## src/sv/pgig_pkg.sv

```systemverilog
package pgig_pkg;

	localparam int COORD_BITS = 32;
	localparam int POS_W      = 32;
	localparam int LEN_W      = POS_W + 1;
	localparam int SUM_W      = POS_W + 2;
	localparam int NUM_AXES   = 3;
	localparam int NUM_REGS   = 6;
	localparam int REG_W      = 64;
	localparam int REG_IDX_W  = 3;
	localparam int NUM_COMBO  = 8;
	localparam int COMBO_W    = $clog2(NUM_COMBO);
	localparam int QDEPTH     = 4;
	localparam int QPTR_W     = $clog2(QDEPTH);

	localparam logic [REG_IDX_W-1:0] REG_X_SIM   = REG_IDX_W'(0);
	localparam logic [REG_IDX_W-1:0] REG_OUTER_0 = REG_IDX_W'(3);

	localparam logic signed [SUM_W-1:0] COORD_MAX =
		(SUM_W'(1) <<< (COORD_BITS - 1)) - SUM_W'(1);
	localparam logic signed [SUM_W-1:0] COORD_MIN = -COORD_MAX - SUM_W'(1);

	typedef logic signed [POS_W-1:0] coord_t;

	typedef struct packed {
		logic [NUM_AXES-1:0][POS_W-1:0] p;
		logic [NUM_AXES-1:0][POS_W-1:0] sh;
		logic [NUM_AXES-1:0]            neg;
		logic [NUM_COMBO-1:0]           mask;
		logic                           in_box;
	} pgig_item_t;

	function automatic coord_t sat_coord(input logic signed [SUM_W-1:0] v);
		logic signed [SUM_W-1:0] r;
		r = v;
		if (v > COORD_MAX) r = COORD_MAX;
		if (v < COORD_MIN) r = COORD_MIN;
		return r[POS_W-1:0];
	endfunction

	// x is the most significant bit of the lexical key; a -1 axis takes its shift first
	function automatic logic [NUM_AXES-1:0] combo_use(input logic [COMBO_W-1:0] t,
			input logic [NUM_AXES-1:0] neg);
		logic [NUM_AXES-1:0] u;
		for (int a = 0; a < NUM_AXES; a++) begin
			u[a] = t[NUM_AXES-1-a] ^ neg[a];
		end
		return u;
	endfunction

endpackage

```

## src/sv/pgig_front.sv

```systemverilog
module pgig_front (
	input  logic                               clk,
	input  logic                               arst_n,
	input  logic                               cfg_write,
	input  logic [pgig_pkg::REG_IDX_W-1:0]     cfg_index,
	input  logic [pgig_pkg::REG_W-1:0]         cfg_data,
	input  logic                               in_valid,
	output logic                               in_ready,
	input  logic signed [pgig_pkg::POS_W-1:0]  pos_x,
	input  logic signed [pgig_pkg::POS_W-1:0]  pos_y,
	input  logic signed [pgig_pkg::POS_W-1:0]  pos_z,
	output logic                               push,
	output pgig_pkg::pgig_item_t               push_item,
	input  logic                               q_full
);
	import pgig_pkg::*;

	logic [REG_W-1:0]        bounds_q [NUM_REGS];
	coord_t                  pos_in [NUM_AXES];
	logic [NUM_AXES-1:0]     up, down, inside_ax;
	logic signed [LEN_W-1:0] len [NUM_AXES];

	logic                    valid_s1;
	coord_t                  p_s1 [NUM_AXES];
	logic signed [LEN_W-1:0] len_s1 [NUM_AXES];
	logic [NUM_AXES-1:0]     nz_s1, neg_s1;
	logic                    inside_s1;

	logic [NUM_AXES-1:0]     u;
	logic signed [SUM_W-1:0] step;

	assign pos_in[0] = pos_x;
	assign pos_in[1] = pos_y;
	assign pos_in[2] = pos_z;

	always_ff @(posedge clk or negedge arst_n) begin
		if (!arst_n) begin
			for (int r = 0; r < NUM_REGS; r++) bounds_q[r] <= '0;
		end else begin
			for (int r = 0; r < NUM_REGS; r++) begin
				if (cfg_write && cfg_index == REG_X_SIM + REG_IDX_W'(r)) bounds_q[r] <= cfg_data;
			end
		end
	end

	always_comb begin
		coord_t slo, shi, olo, ohi;
		logic signed [SUM_W-1:0] p_w, up_thr, down_thr;
		for (int a = 0; a < NUM_AXES; a++) begin
			slo = bounds_q[a][POS_W-1:0];
			shi = bounds_q[a][REG_W-1:POS_W];
			olo = bounds_q[a + int'(REG_OUTER_0)][POS_W-1:0];
			ohi = bounds_q[a + int'(REG_OUTER_0)][REG_W-1:POS_W];
			p_w = SUM_W'(pos_in[a]);
			up_thr = SUM_W'(slo) + SUM_W'(ohi) - SUM_W'(shi);
			down_thr = SUM_W'(shi) + SUM_W'(olo) - SUM_W'(slo);
			up[a] = p_w < up_thr;
			down[a] = p_w > down_thr;
			inside_ax[a] = (pos_in[a] < shi) && (pos_in[a] > slo);
			len[a] = LEN_W'(shi) - LEN_W'(slo);
		end
	end

	assign push     = valid_s1 && !q_full;
	assign in_ready = !valid_s1 || !q_full;

	always_ff @(posedge clk or negedge arst_n) begin
		if (!arst_n) begin
			valid_s1 <= 1'b0;
		end else if (in_valid && in_ready) begin
			valid_s1 <= 1'b1;
		end else if (push) begin
			valid_s1 <= 1'b0;
		end
	end

	always_ff @(posedge clk) begin
		if (in_valid && in_ready) begin
			for (int a = 0; a < NUM_AXES; a++) begin
				p_s1[a]   <= pos_in[a];
				len_s1[a] <= len[a];
			end
			nz_s1     <= up ^ down;
			neg_s1    <= down & ~up;
			inside_s1 <= &inside_ax;
		end
	end

	always_comb begin
		push_item        = '0;
		push_item.neg    = neg_s1;
		push_item.in_box = inside_s1;
		for (int a = 0; a < NUM_AXES; a++) begin
			step = neg_s1[a] ? -SUM_W'(len_s1[a]) : SUM_W'(len_s1[a]);
			push_item.p[a]  = sat_coord(SUM_W'(p_s1[a]));
			push_item.sh[a] = sat_coord(SUM_W'(p_s1[a]) + step);
		end
		for (int t = 0; t < NUM_COMBO; t++) begin
			u = combo_use(COMBO_W'(t), neg_s1);
			push_item.mask[t] = (u != '0) && ((u & ~nz_s1) == '0);
		end
	end

endmodule

```

## src/sv/pgig_queue.sv

```systemverilog
module pgig_queue (
	input  logic                 clk,
	input  logic                 arst_n,
	input  logic                 push,
	input  pgig_pkg::pgig_item_t push_item,
	output logic                 full,
	input  logic                 pop,
	output logic                 empty,
	output pgig_pkg::pgig_item_t head
);
	import pgig_pkg::*;

	pgig_item_t          mem_q [QDEPTH];
	logic [QPTR_W-1:0]   wr_q, rd_q;
	logic [QPTR_W:0]     cnt_q;

	assign full  = cnt_q == (QPTR_W+1)'(QDEPTH);
	assign empty = cnt_q == '0;
	assign head  = mem_q[rd_q];

	always_ff @(posedge clk) begin
		if (push) mem_q[wr_q] <= push_item;
	end

	always_ff @(posedge clk or negedge arst_n) begin
		if (!arst_n) begin
			wr_q  <= '0;
			rd_q  <= '0;
			cnt_q <= '0;
		end else begin
			if (push) wr_q <= wr_q + QPTR_W'(1);
			if (pop) rd_q <= rd_q + QPTR_W'(1);
			if (push && !pop) cnt_q <= cnt_q + (QPTR_W+1)'(1);
			else if (pop && !push) cnt_q <= cnt_q - (QPTR_W+1)'(1);
		end
	end

endmodule

```

## src/sv/pgig_back.sv

```systemverilog
module pgig_back (
	input  logic                              clk,
	input  logic                              arst_n,
	input  logic                              empty,
	input  pgig_pkg::pgig_item_t              head,
	output logic                              pop,
	output logic                              out_valid,
	input  logic                              out_ready,
	output logic signed [pgig_pkg::POS_W-1:0] out_x,
	output logic signed [pgig_pkg::POS_W-1:0] out_y,
	output logic signed [pgig_pkg::POS_W-1:0] out_z,
	output logic                              accepted,
	output logic                              is_image,
	output logic                              last_of_run
);
	import pgig_pkg::*;

	logic                 started_q;
	logic [NUM_COMBO-1:0] rem_q, rem_clr;
	logic [COMBO_W-1:0]   t_sel;
	logic [NUM_AXES-1:0]  u;
	logic                 fire, last;
	coord_t               res [NUM_AXES];

	always_comb begin
		t_sel = '0;
		for (int t = NUM_COMBO - 1; t >= 0; t--) begin
			if (rem_q[t]) t_sel = COMBO_W'(t);
		end
	end

	assign rem_clr = rem_q & ~(NUM_COMBO'(1) << t_sel);
	assign u       = combo_use(t_sel, head.neg);

	always_comb begin
		for (int a = 0; a < NUM_AXES; a++) begin
			if (!started_q) res[a] = head.in_box ? coord_t'(head.p[a]) : '0;
			else res[a] = u[a] ? coord_t'(head.sh[a]) : coord_t'(head.p[a]);
		end
		if (!started_q) last = !head.in_box || head.mask == '0;
		else last = rem_clr == '0;
	end

	assign fire = !empty && (!out_valid || out_ready);
	assign pop  = fire && last;

	always_ff @(posedge clk or negedge arst_n) begin
		if (!arst_n) begin
			started_q <= 1'b0;
			rem_q     <= '0;
			out_valid <= 1'b0;
		end else begin
			if (fire) begin
				started_q <= !last;
				rem_q     <= started_q ? rem_clr : head.mask;
				out_valid <= 1'b1;
			end else if (out_ready) begin
				out_valid <= 1'b0;
			end
		end
	end

	always_ff @(posedge clk) begin
		if (fire) begin
			out_x       <= res[0];
			out_y       <= res[1];
			out_z       <= res[2];
			accepted    <= head.in_box;
			is_image    <= started_q;
			last_of_run <= last;
		end
	end

endmodule

```

## src/sv/periodic_ghost_image_generator_top.sv

```systemverilog
// channel   | handshake           | payload
// ----------+---------------------+-----------------------------------------------
// in        | in_valid, in_ready  | pos_x, pos_y, pos_z
// out       | out_valid, out_ready| out_x, out_y, out_z, accepted, is_image, last_of_run
// cfg       | cfg_write           | cfg_index, cfg_data
//
// An input request yields one result when rejected or with no images, and up to 8
// results with seven images; the back end emits one result per cycle unless stalled.
// The first result passes the classify register, the queue and the output register.
// A 4-entry queue between the classify stage and the emitter lets input keep flowing
// while results stall; out_ready low holds the output register.
// Reset clears the bound registers to zero and empties all stages.
module periodic_ghost_image_generator_top (
	input  logic                              clk,
	input  logic                              arst_n,
	input  logic                              cfg_write,
	input  logic [pgig_pkg::REG_IDX_W-1:0]    cfg_index,
	input  logic [pgig_pkg::REG_W-1:0]        cfg_data,
	input  logic                              in_valid,
	output logic                              in_ready,
	input  logic signed [pgig_pkg::POS_W-1:0] pos_x,
	input  logic signed [pgig_pkg::POS_W-1:0] pos_y,
	input  logic signed [pgig_pkg::POS_W-1:0] pos_z,
	output logic                              out_valid,
	input  logic                              out_ready,
	output logic signed [pgig_pkg::POS_W-1:0] out_x,
	output logic signed [pgig_pkg::POS_W-1:0] out_y,
	output logic signed [pgig_pkg::POS_W-1:0] out_z,
	output logic                              accepted,
	output logic                              is_image,
	output logic                              last_of_run
);
	import pgig_pkg::*;

	logic       push, q_full, pop, q_empty;
	pgig_item_t push_item, head;

	pgig_front u_front (
		.clk       (clk),
		.arst_n    (arst_n),
		.cfg_write (cfg_write),
		.cfg_index (cfg_index),
		.cfg_data  (cfg_data),
		.in_valid  (in_valid),
		.in_ready  (in_ready),
		.pos_x     (pos_x),
		.pos_y     (pos_y),
		.pos_z     (pos_z),
		.push      (push),
		.push_item (push_item),
		.q_full    (q_full)
	);

	pgig_queue u_queue (
		.clk       (clk),
		.arst_n    (arst_n),
		.push      (push),
		.push_item (push_item),
		.full      (q_full),
		.pop       (pop),
		.empty     (q_empty),
		.head      (head)
	);

	pgig_back u_back (
		.clk         (clk),
		.arst_n      (arst_n),
		.empty       (q_empty),
		.head        (head),
		.pop         (pop),
		.out_valid   (out_valid),
		.out_ready   (out_ready),
		.out_x       (out_x),
		.out_y       (out_y),
		.out_z       (out_z),
		.accepted    (accepted),
		.is_image    (is_image),
		.last_of_run (last_of_run)
	);

endmodule

```

## config.mk

```make
export PLATFORM = sky130hd
export DESIGN_NAME = periodic_ghost_image_generator_top
export DESIGN_NICKNAME = d
export VERILOG_FILES = /design/src/sv/pgig_pkg.sv /design/src/sv/pgig_front.sv /design/src/sv/pgig_queue.sv /design/src/sv/pgig_back.sv /design/src/sv/periodic_ghost_image_generator_top.sv
export SDC_FILE = /design/constraint.sdc
export NUM_CORES = 2
export LEC_CHECK = 0
export BUFFER_PORTS_ARGS = -buffer_cell sky130_fd_sc_hd__buf_4
export CAP_MARGIN = 10
export CORE_ASPECT_RATIO = 0.7
export CORE_MARGIN = 1.5
export CORE_UTILIZATION = 45
export DETAILED_ROUTE_END_ITERATION = 8
export GPL_TIMING_DRIVEN = 0
export SLEW_MARGIN = 20
export SYNTH_ARGS = -nofsm -noshare
export SYNTH_HDL_FRONTEND = slang
export SYNTH_SLANG_ARGS = --single-unit
export TNS_END_PERCENT = 1
```

## constraint.sdc

```tcl
create_clock -name clk -period 6 [get_ports clk]
set_input_delay 0 -clock clk [delete_from_list [all_inputs] [get_ports clk]]
set_output_delay 0 -clock clk [all_outputs]
set_load 0.005 [all_outputs]
```

After elaboration in Yosys (flattened, before gate mapping)
Memory sizes are Yosys's and may differ from the RTL's.
Cells that the tools add are included.
- memories kept: 3
- memory bits (writable): 1011
- logic and storage cells: 203
- flip-flop bits (word level): 508
- input port bits: 168
- memory list (memory ; words ; bits a word ; read ports ; clocked after memory_dff ; write ports ; line ; text):
    u_queue.mem_q ; 4 ; 204 ; 1 ; 0 ; 1 ; pgig_queue.sv:13 ; pgig_item_t mem_q [QDEPTH];
    u_front.len_s1 ; 3 ; 33 ; 3 ; 0 ; 3 ; pgig_front.sv:25 ; logic signed [LEN_W-1:0] len_s1 [NUM_AXES];
    u_front.p_s1 ; 3 ; 32 ; 3 ; 0 ; 3 ; pgig_front.sv:24 ; coord_t p_s1 [NUM_AXES];
- add/sub/neg operators: 25
- eq/ne operators: 6
- bitwise operators: 20
- reduce and logical (&&, ||, !) cells: 58
- $lt $le $gt $ge: 24
- shifts and indexed selects: 1
- mux-type cells: 44
- operator list (cell ; count):
    32-bit 2-to-1 mux ; 21
    33-bit by 32-bit subtractor with 34-bit output ; 6
    32-bit by 32-bit adder with 33-bit output ; 6
    32-bit by 34-bit adder with 34-bit output ; 3
    32-bit by 34-bit > comparator with 1-bit output ; 3
    34-bit by 32-bit > comparator with 1-bit output, second input constant ; 3
    32-bit by 34-bit < comparator with 1-bit output ; 3
    34-bit by 32-bit < comparator with 1-bit output, second input constant ; 3
    34-bit 2-to-1 mux ; 3
    33-bit negator with 34-bit output ; 3
    32-bit by 32-bit subtractor with 33-bit output ; 3
    32-bit > comparator ; 3
    32-bit > comparator, second input constant ; 3
    32-bit < comparator ; 3
    32-bit < comparator, second input constant ; 3
    3-bit zero test ; 10
    3-bit 2-to-1 mux ; 10
    3-bit bitwise AND ; 9
    3-bit nonzero test ; 8
    1-bit logical AND ; 23
    8-bit zero test ; 2
    3-bit == test, second input constant ; 3
    1-bit 2-to-1 mux ; 9
    8-bit bitwise AND ; 1
    16 further kinds ; 34

Longest topological paths before layout
- depth in word-level cells: 17
- mapped depth: 29
- depth with buffers taken out: 29

Cells and area by module
From an unflattened synthesis, not the netlist that was laid out.
- cell total of the unflattened synthesis: 7832
- area, all modules: 91570.3 um^2
- by module, submodules not included (module ; seq. area each (um^2) ; area each (um^2) ; cells each ; instances):
    pgig_front ; 15700.1 ; 56540.5 ; 6318 ; 1
    pgig_queue ; 24678.7 ; 29817.3 ; 1100 ; 1
    pgig_back ; 3223.1 ; 5212.5 ; 414 ; 1

Least setup slack after synthesis
Ideal clock, no wire load.
- kind: flip-flop to flip-flop
- from: register u_queue.cnt_q[0]
- to: memory u_queue.mem_q[2][0] (netlist name) (enable)
- cell stages (with the launch flop): 4
- buffers on the path: 0
- setup time: 0.590 ns
- arrival time: 5.547 ns
- clock period less this slack: 6.136 ns
- setup slack: -0.136 ns
- cells stage by stage: dfrtp_1 nor2_1 a21boi_1 and2_1
- longest elaborated chain between the ends: 5
- ends and longest elaborated chain (element ; line ; text):
    start, declared ; pgig_queue.sv:15 ; logic [QPTR_W:0] cnt_q;
    start signal, assigned ; pgig_queue.sv:33 ; if (push && !pop) cnt_q <= cnt_q + (QPTR_W+1)'(1);
    start signal, assigned ; pgig_queue.sv:34 ; else if (pop && !push) cnt_q <= cnt_q - (QPTR_W+1)'(1);
    3-bit == test ; pgig_queue.sv:17 ; assign full = cnt_q == (QPTR_W+1)'(QDEPTH);
    1-bit zero test ; pgig_front.sv:64 ; assign push = valid_s1 && !q_full;
    1-bit logical AND ; pgig_front.sv:64 ;
    via push ; periodic_ghost_image_generator_top.sv:35 ; logic push, q_full, pop, q_empty;
    1-bit 2-to-1 mux ; pgig_queue.sv:22 ; if (push) mem_q[wr_q] <= push_item;
    1-bit 2-to-1 mux (not written as such) ; pgig_queue.sv:22 ;
    end, declared ; pgig_queue.sv:13 ;
The timed path passes the listed nets, and every way through them passes these cells.

Worst setup path in the final report
- from: register u_front.bounds_q[225] (netlist name)
- to: register u_front.nz_s1[2], data pin
- longest elaborated chain between the ends: 4
- elaborated cells on any way between the ends: 6
- those cells by class: add/sub: 3; order compare: 2; bitwise: 1
- ends and longest elaborated chain (element ; line ; text):
    start, declared ; pgig_front.sv:18 ; logic [REG_W-1:0] bounds_q [NUM_REGS];
    start signal, assigned by index ; pgig_front.sv:41 ; if (cfg_write && cfg_index == REG_X_SIM + REG_IDX_W'(r)) bounds_q[r] <= cfg_data;
    32-bit by 32-bit adder with 33-bit output ; pgig_front.sv:56 ; down_thr = SUM_W'(shi) + SUM_W'(olo) - SUM_W'(slo);
    33-bit by 32-bit subtractor with 34-bit output ; pgig_front.sv:56 ;
    32-bit by 34-bit > comparator with 1-bit output ; pgig_front.sv:58 ; down[a] = p_w > down_thr;
    3-bit XOR (*) ; pgig_front.sv:83 ; nz_s1 <= up ^ down;
    end signal, assigned ; pgig_front.sv:83 ;
    end, declared ; pgig_front.sv:26 ; logic [NUM_AXES-1:0] nz_s1, neg_s1;
Mark *: on every way between the ends. The rest lies on a longest branch, timed or not.
A chain may end at the register's enable or synchronous reset.

==> impl_metrics.toml <==
[cells_and_area]
nets = 9753
final_cell_mix = "1,117 x edfxtp_1, 918 x inv_1, 782 x ha_1, 529 x o21ai_0, 481 x nand2_1"
synthToLayoutAreaGrowth_pct = 17.16
drive_above_1_share = 0.1490
finish.utilization = 0.5304
mostFrequentLayoutCell = "edfxtp_1"
layout.filler_cells = 17501

[clocking]
tritoncts = "built"
h-tree-depth = 4
cts_bufs_inserted = 167
clock_latency_ns = 0.87
clk_pin_slew_worst_paths_ns = 0.07
clockRootBuffer = "clkbuf_16"
cts_sinks = 1519
cts.path.max_buffers = 4

[die]
floorplan.die.height_um = 380.2
start_util = 0.4527
floorplan.io_pins = 269
rows = 138
dieArea_um2 = 206000
core_area_um2 = 202000
die_width_um = 541.8

[sta]
setup_viols_final = 0
final-hold-violation-count = 0
timing.fmax_mhz = 167.1
timing.clock.skew_ns = 0.08340
worst-slew-pin-transition_ns = 1.215
unrepaired_setup_endpoints_after_global_routing = "yes"
timing.slew.headroom = 0.1878
hold_ws_ns = 0.03721
setup_total_negative_slack_ns = 0
final.setup.worst_slack_ns = 0.01690
layout_worst_path_cycle_share = 0.9972
maxSlewViolCount = 0
fin_crit_ns = 5.983

[synth]
synthArstFlopShare = 0.2646
syn-instance-count = 7831
yosysWarnings = 0
synth.avg_cell_area_um2 = 11.68
synthesis.area_um2 = 91450
synth_enable_flop_cells = 1117
post_synth_num_cell_types = 88
synth.net_count = 8995
synth-main-ff-cell = "edfxtp_1"
synth-seq-area-share = 0.4768
ys_seq_elements = 1519

[critical_path]
crit_path_max_fanout = 4
required_time_worst_endpoint_ns = 6.59
crit_type = "flop to flop"
setup.worst_path.end_class = "flop"
worst_setup_path_start_kind = "flop"
arrival_ns = 6.57

[drt]
drt-met1-wl_um = 136000
vias = 65405
route.met3.wl_um = 24250
detail_route.first_pass.iterations = 5
drt_iter0_markers = 6644
routed.top_layer = "met5"
route.detailed.vias_per_inst = 5.746
final_antenna_net_count = 0
drc = 0
post_drt_wl_per_cell_um = 25.00
wl_met2_um = 118100
drt_wl_total_um = 284500

[place]
io_buffers = 268
pre_cts_slack_ns = -1.565
gp_congestion = 0.9520
dp_hpwl_um = 217200

[global_routing]
grt_max_degree = 91
initial_antenna_violation_count = 28
grt_pass1_vias = 63166
overflow = 0
groute.usage.overall = 0.2730
grt_first_pass_wirelength_um = 416400

[outcome]
outcome = "completed"

[job]
cap_viol_max_count = 0

[min_path]
hold_class = "input port to flop"
-- final cells by class --
type                            instances  area, um2  area share
Antenna cell                            9      22.52   0.0002102
Buffer                                290       1227     0.01146
Clock buffer                          201       4357     0.04066
Clock inverter                         93      927.1    0.008653
Inverter                              934       3506     0.03272
Multi-Input combinational cell       5081      44490      0.4152
Sequential cell                      1519      43610      0.4070
Tap cell                             2660       3328     0.03106
Timing Repair Buffer                  596       5684     0.05305
-- critical path, cell delays in order, from the launching register on --
cell and delay [ns]:
dfrtp_1 0.38, inv_2 0.09, fa_1 0.49, inv_1 0.06, fa_2 0.35, a21o_1 0.16
a21o_1 0.19, a2111oi_4 0.41, nor3_4 0.12, a31o_4 0.27, o21ai_4 0.23, o21ai_4 0.09
o221a_4 0.26, o21ai_4 0.16, nand4_1 0.11, and4b_1 0.25, ha_4 0.28, nand4_1 0.11
nor2_1 0.13, nand2_2 0.12, nor3_4 0.24, nand2_2 0.13, buf_12 0.15, nor4_4 0.47
a211oi_4 0.13, ha_4 0.30, inv_1 0.03
-- synth_stat cells, types with 72 or more instances --
| master | n | area share |
|---|---|---|
| edfxtp_1 | 1117 | 0.37 |
| nor2_1 | 220 | 0.0090 |
| mux2_2 | 196 | 0.024 |
| dfrtp_1 | 402 | 0.11 |
| o21ai_0 | 541 | 0.030 |
| nor2b_1 | 92 | 0.0063 |
| o21a_1 | 116 | 0.0095 |
| nor3_1 | 84 | 0.0046 |
| a22o_1 | 72 | 0.0069 |
| nand4_1 | 97 | 0.0066 |
| mux4_2 | 204 | 0.050 |
| nand2b_1 | 106 | 0.0073 |
| nand3_1 | 105 | 0.0057 |
| inv_1 | 934 | 0.038 |
| a21o_1 | 261 | 0.021 |
| a21oi_1 | 430 | 0.024 |
| ha_1 | 797 | 0.11 |
| fa_1 | 199 | 0.044 |
| xor2_1 | 150 | 0.014 |
| xnor2_1 | 287 | 0.027 |
| clkbuf_1 | 256 | 0.011 |
| nand2_1 | 484 | 0.020 |
-- worst paths after layout --
path / from / end / slack (ns) / depth (start not counted)
max: u_front.bounds_q[225] / u_front.nz_s1[2] / 0.02 / 26
max reg2reg: u_front.bounds_q[225] / u_front.nz_s1[2] / 0.02 / 26
min reg2reg: u_back.started_q / u_back.is_image / 0.47 / 0
min in group asynchronous: arst_n / u_front.bounds_q[62] / 0.41 / 3
min: pos_z[22] / u_front.p_s1[0][86] / 0.04 / 2
max in group asynchronous: arst_n / u_front.bounds_q[357] / 3.92 / 6
-- cell families after synthesis --
kind of cell    after synthesis  share of synthesized area
compound gates             1865                     0.1286
xor+xnor                    440                    0.04239
fa+ha+maj                   997                     0.1527
buf+inv                    1231                    0.05097
flops                      1519                     0.4768
mux                         405                    0.07492
simple gates               1374                    0.07360
-- stage by stage --
step | cells | instance area, um2
after global placement | 10759 | 96790
after CTS | 11341 | 106200
after floorplan | 7831 | 91450
after detailed placement | 10789 | 97650
after global routing | 11375 | 107100
final | 11383 | 107100
-- what timing repair did --
action | in CTS | in global routing
resized for setup | 153 | 145
endpoints found under the setup margin | 382 | 378
endpoints found under the hold margin | 910 | 0
pin swaps | 42 | 62
buffers inserted | 28 | 37
hold buffers | 233 | 0
gates cloned | 0 | 0
-- state kept, by name, indices dropped and copies added, names as in the netlist, 3 cells and up --
signal and flops:
u_front.p_s1 96, u_queue.mem_q 816, u_back.out_y 32, u_back.out_x 32, u_front.len_s1 99, u_front.nz_s1 3, u_back.rem_q 8, u_back.out_z 32
u_front.bounds_q 384, u_front.neg_s1 3, u_queue.cnt_q 3
-- metal layers --
layer | vias to the layer above | track usage
li1 | 29940 | -
met1 | 32810 | 0.4254
met2 | 2305 | 0.3894
met3 | 344 | 0.05423
met4 | 6 | 0.05803
met5 | - | 0
Power is left out: the tool's default activity adds up to more than one toggle a clock period on the data nets, which glitch-free logic cannot reach.
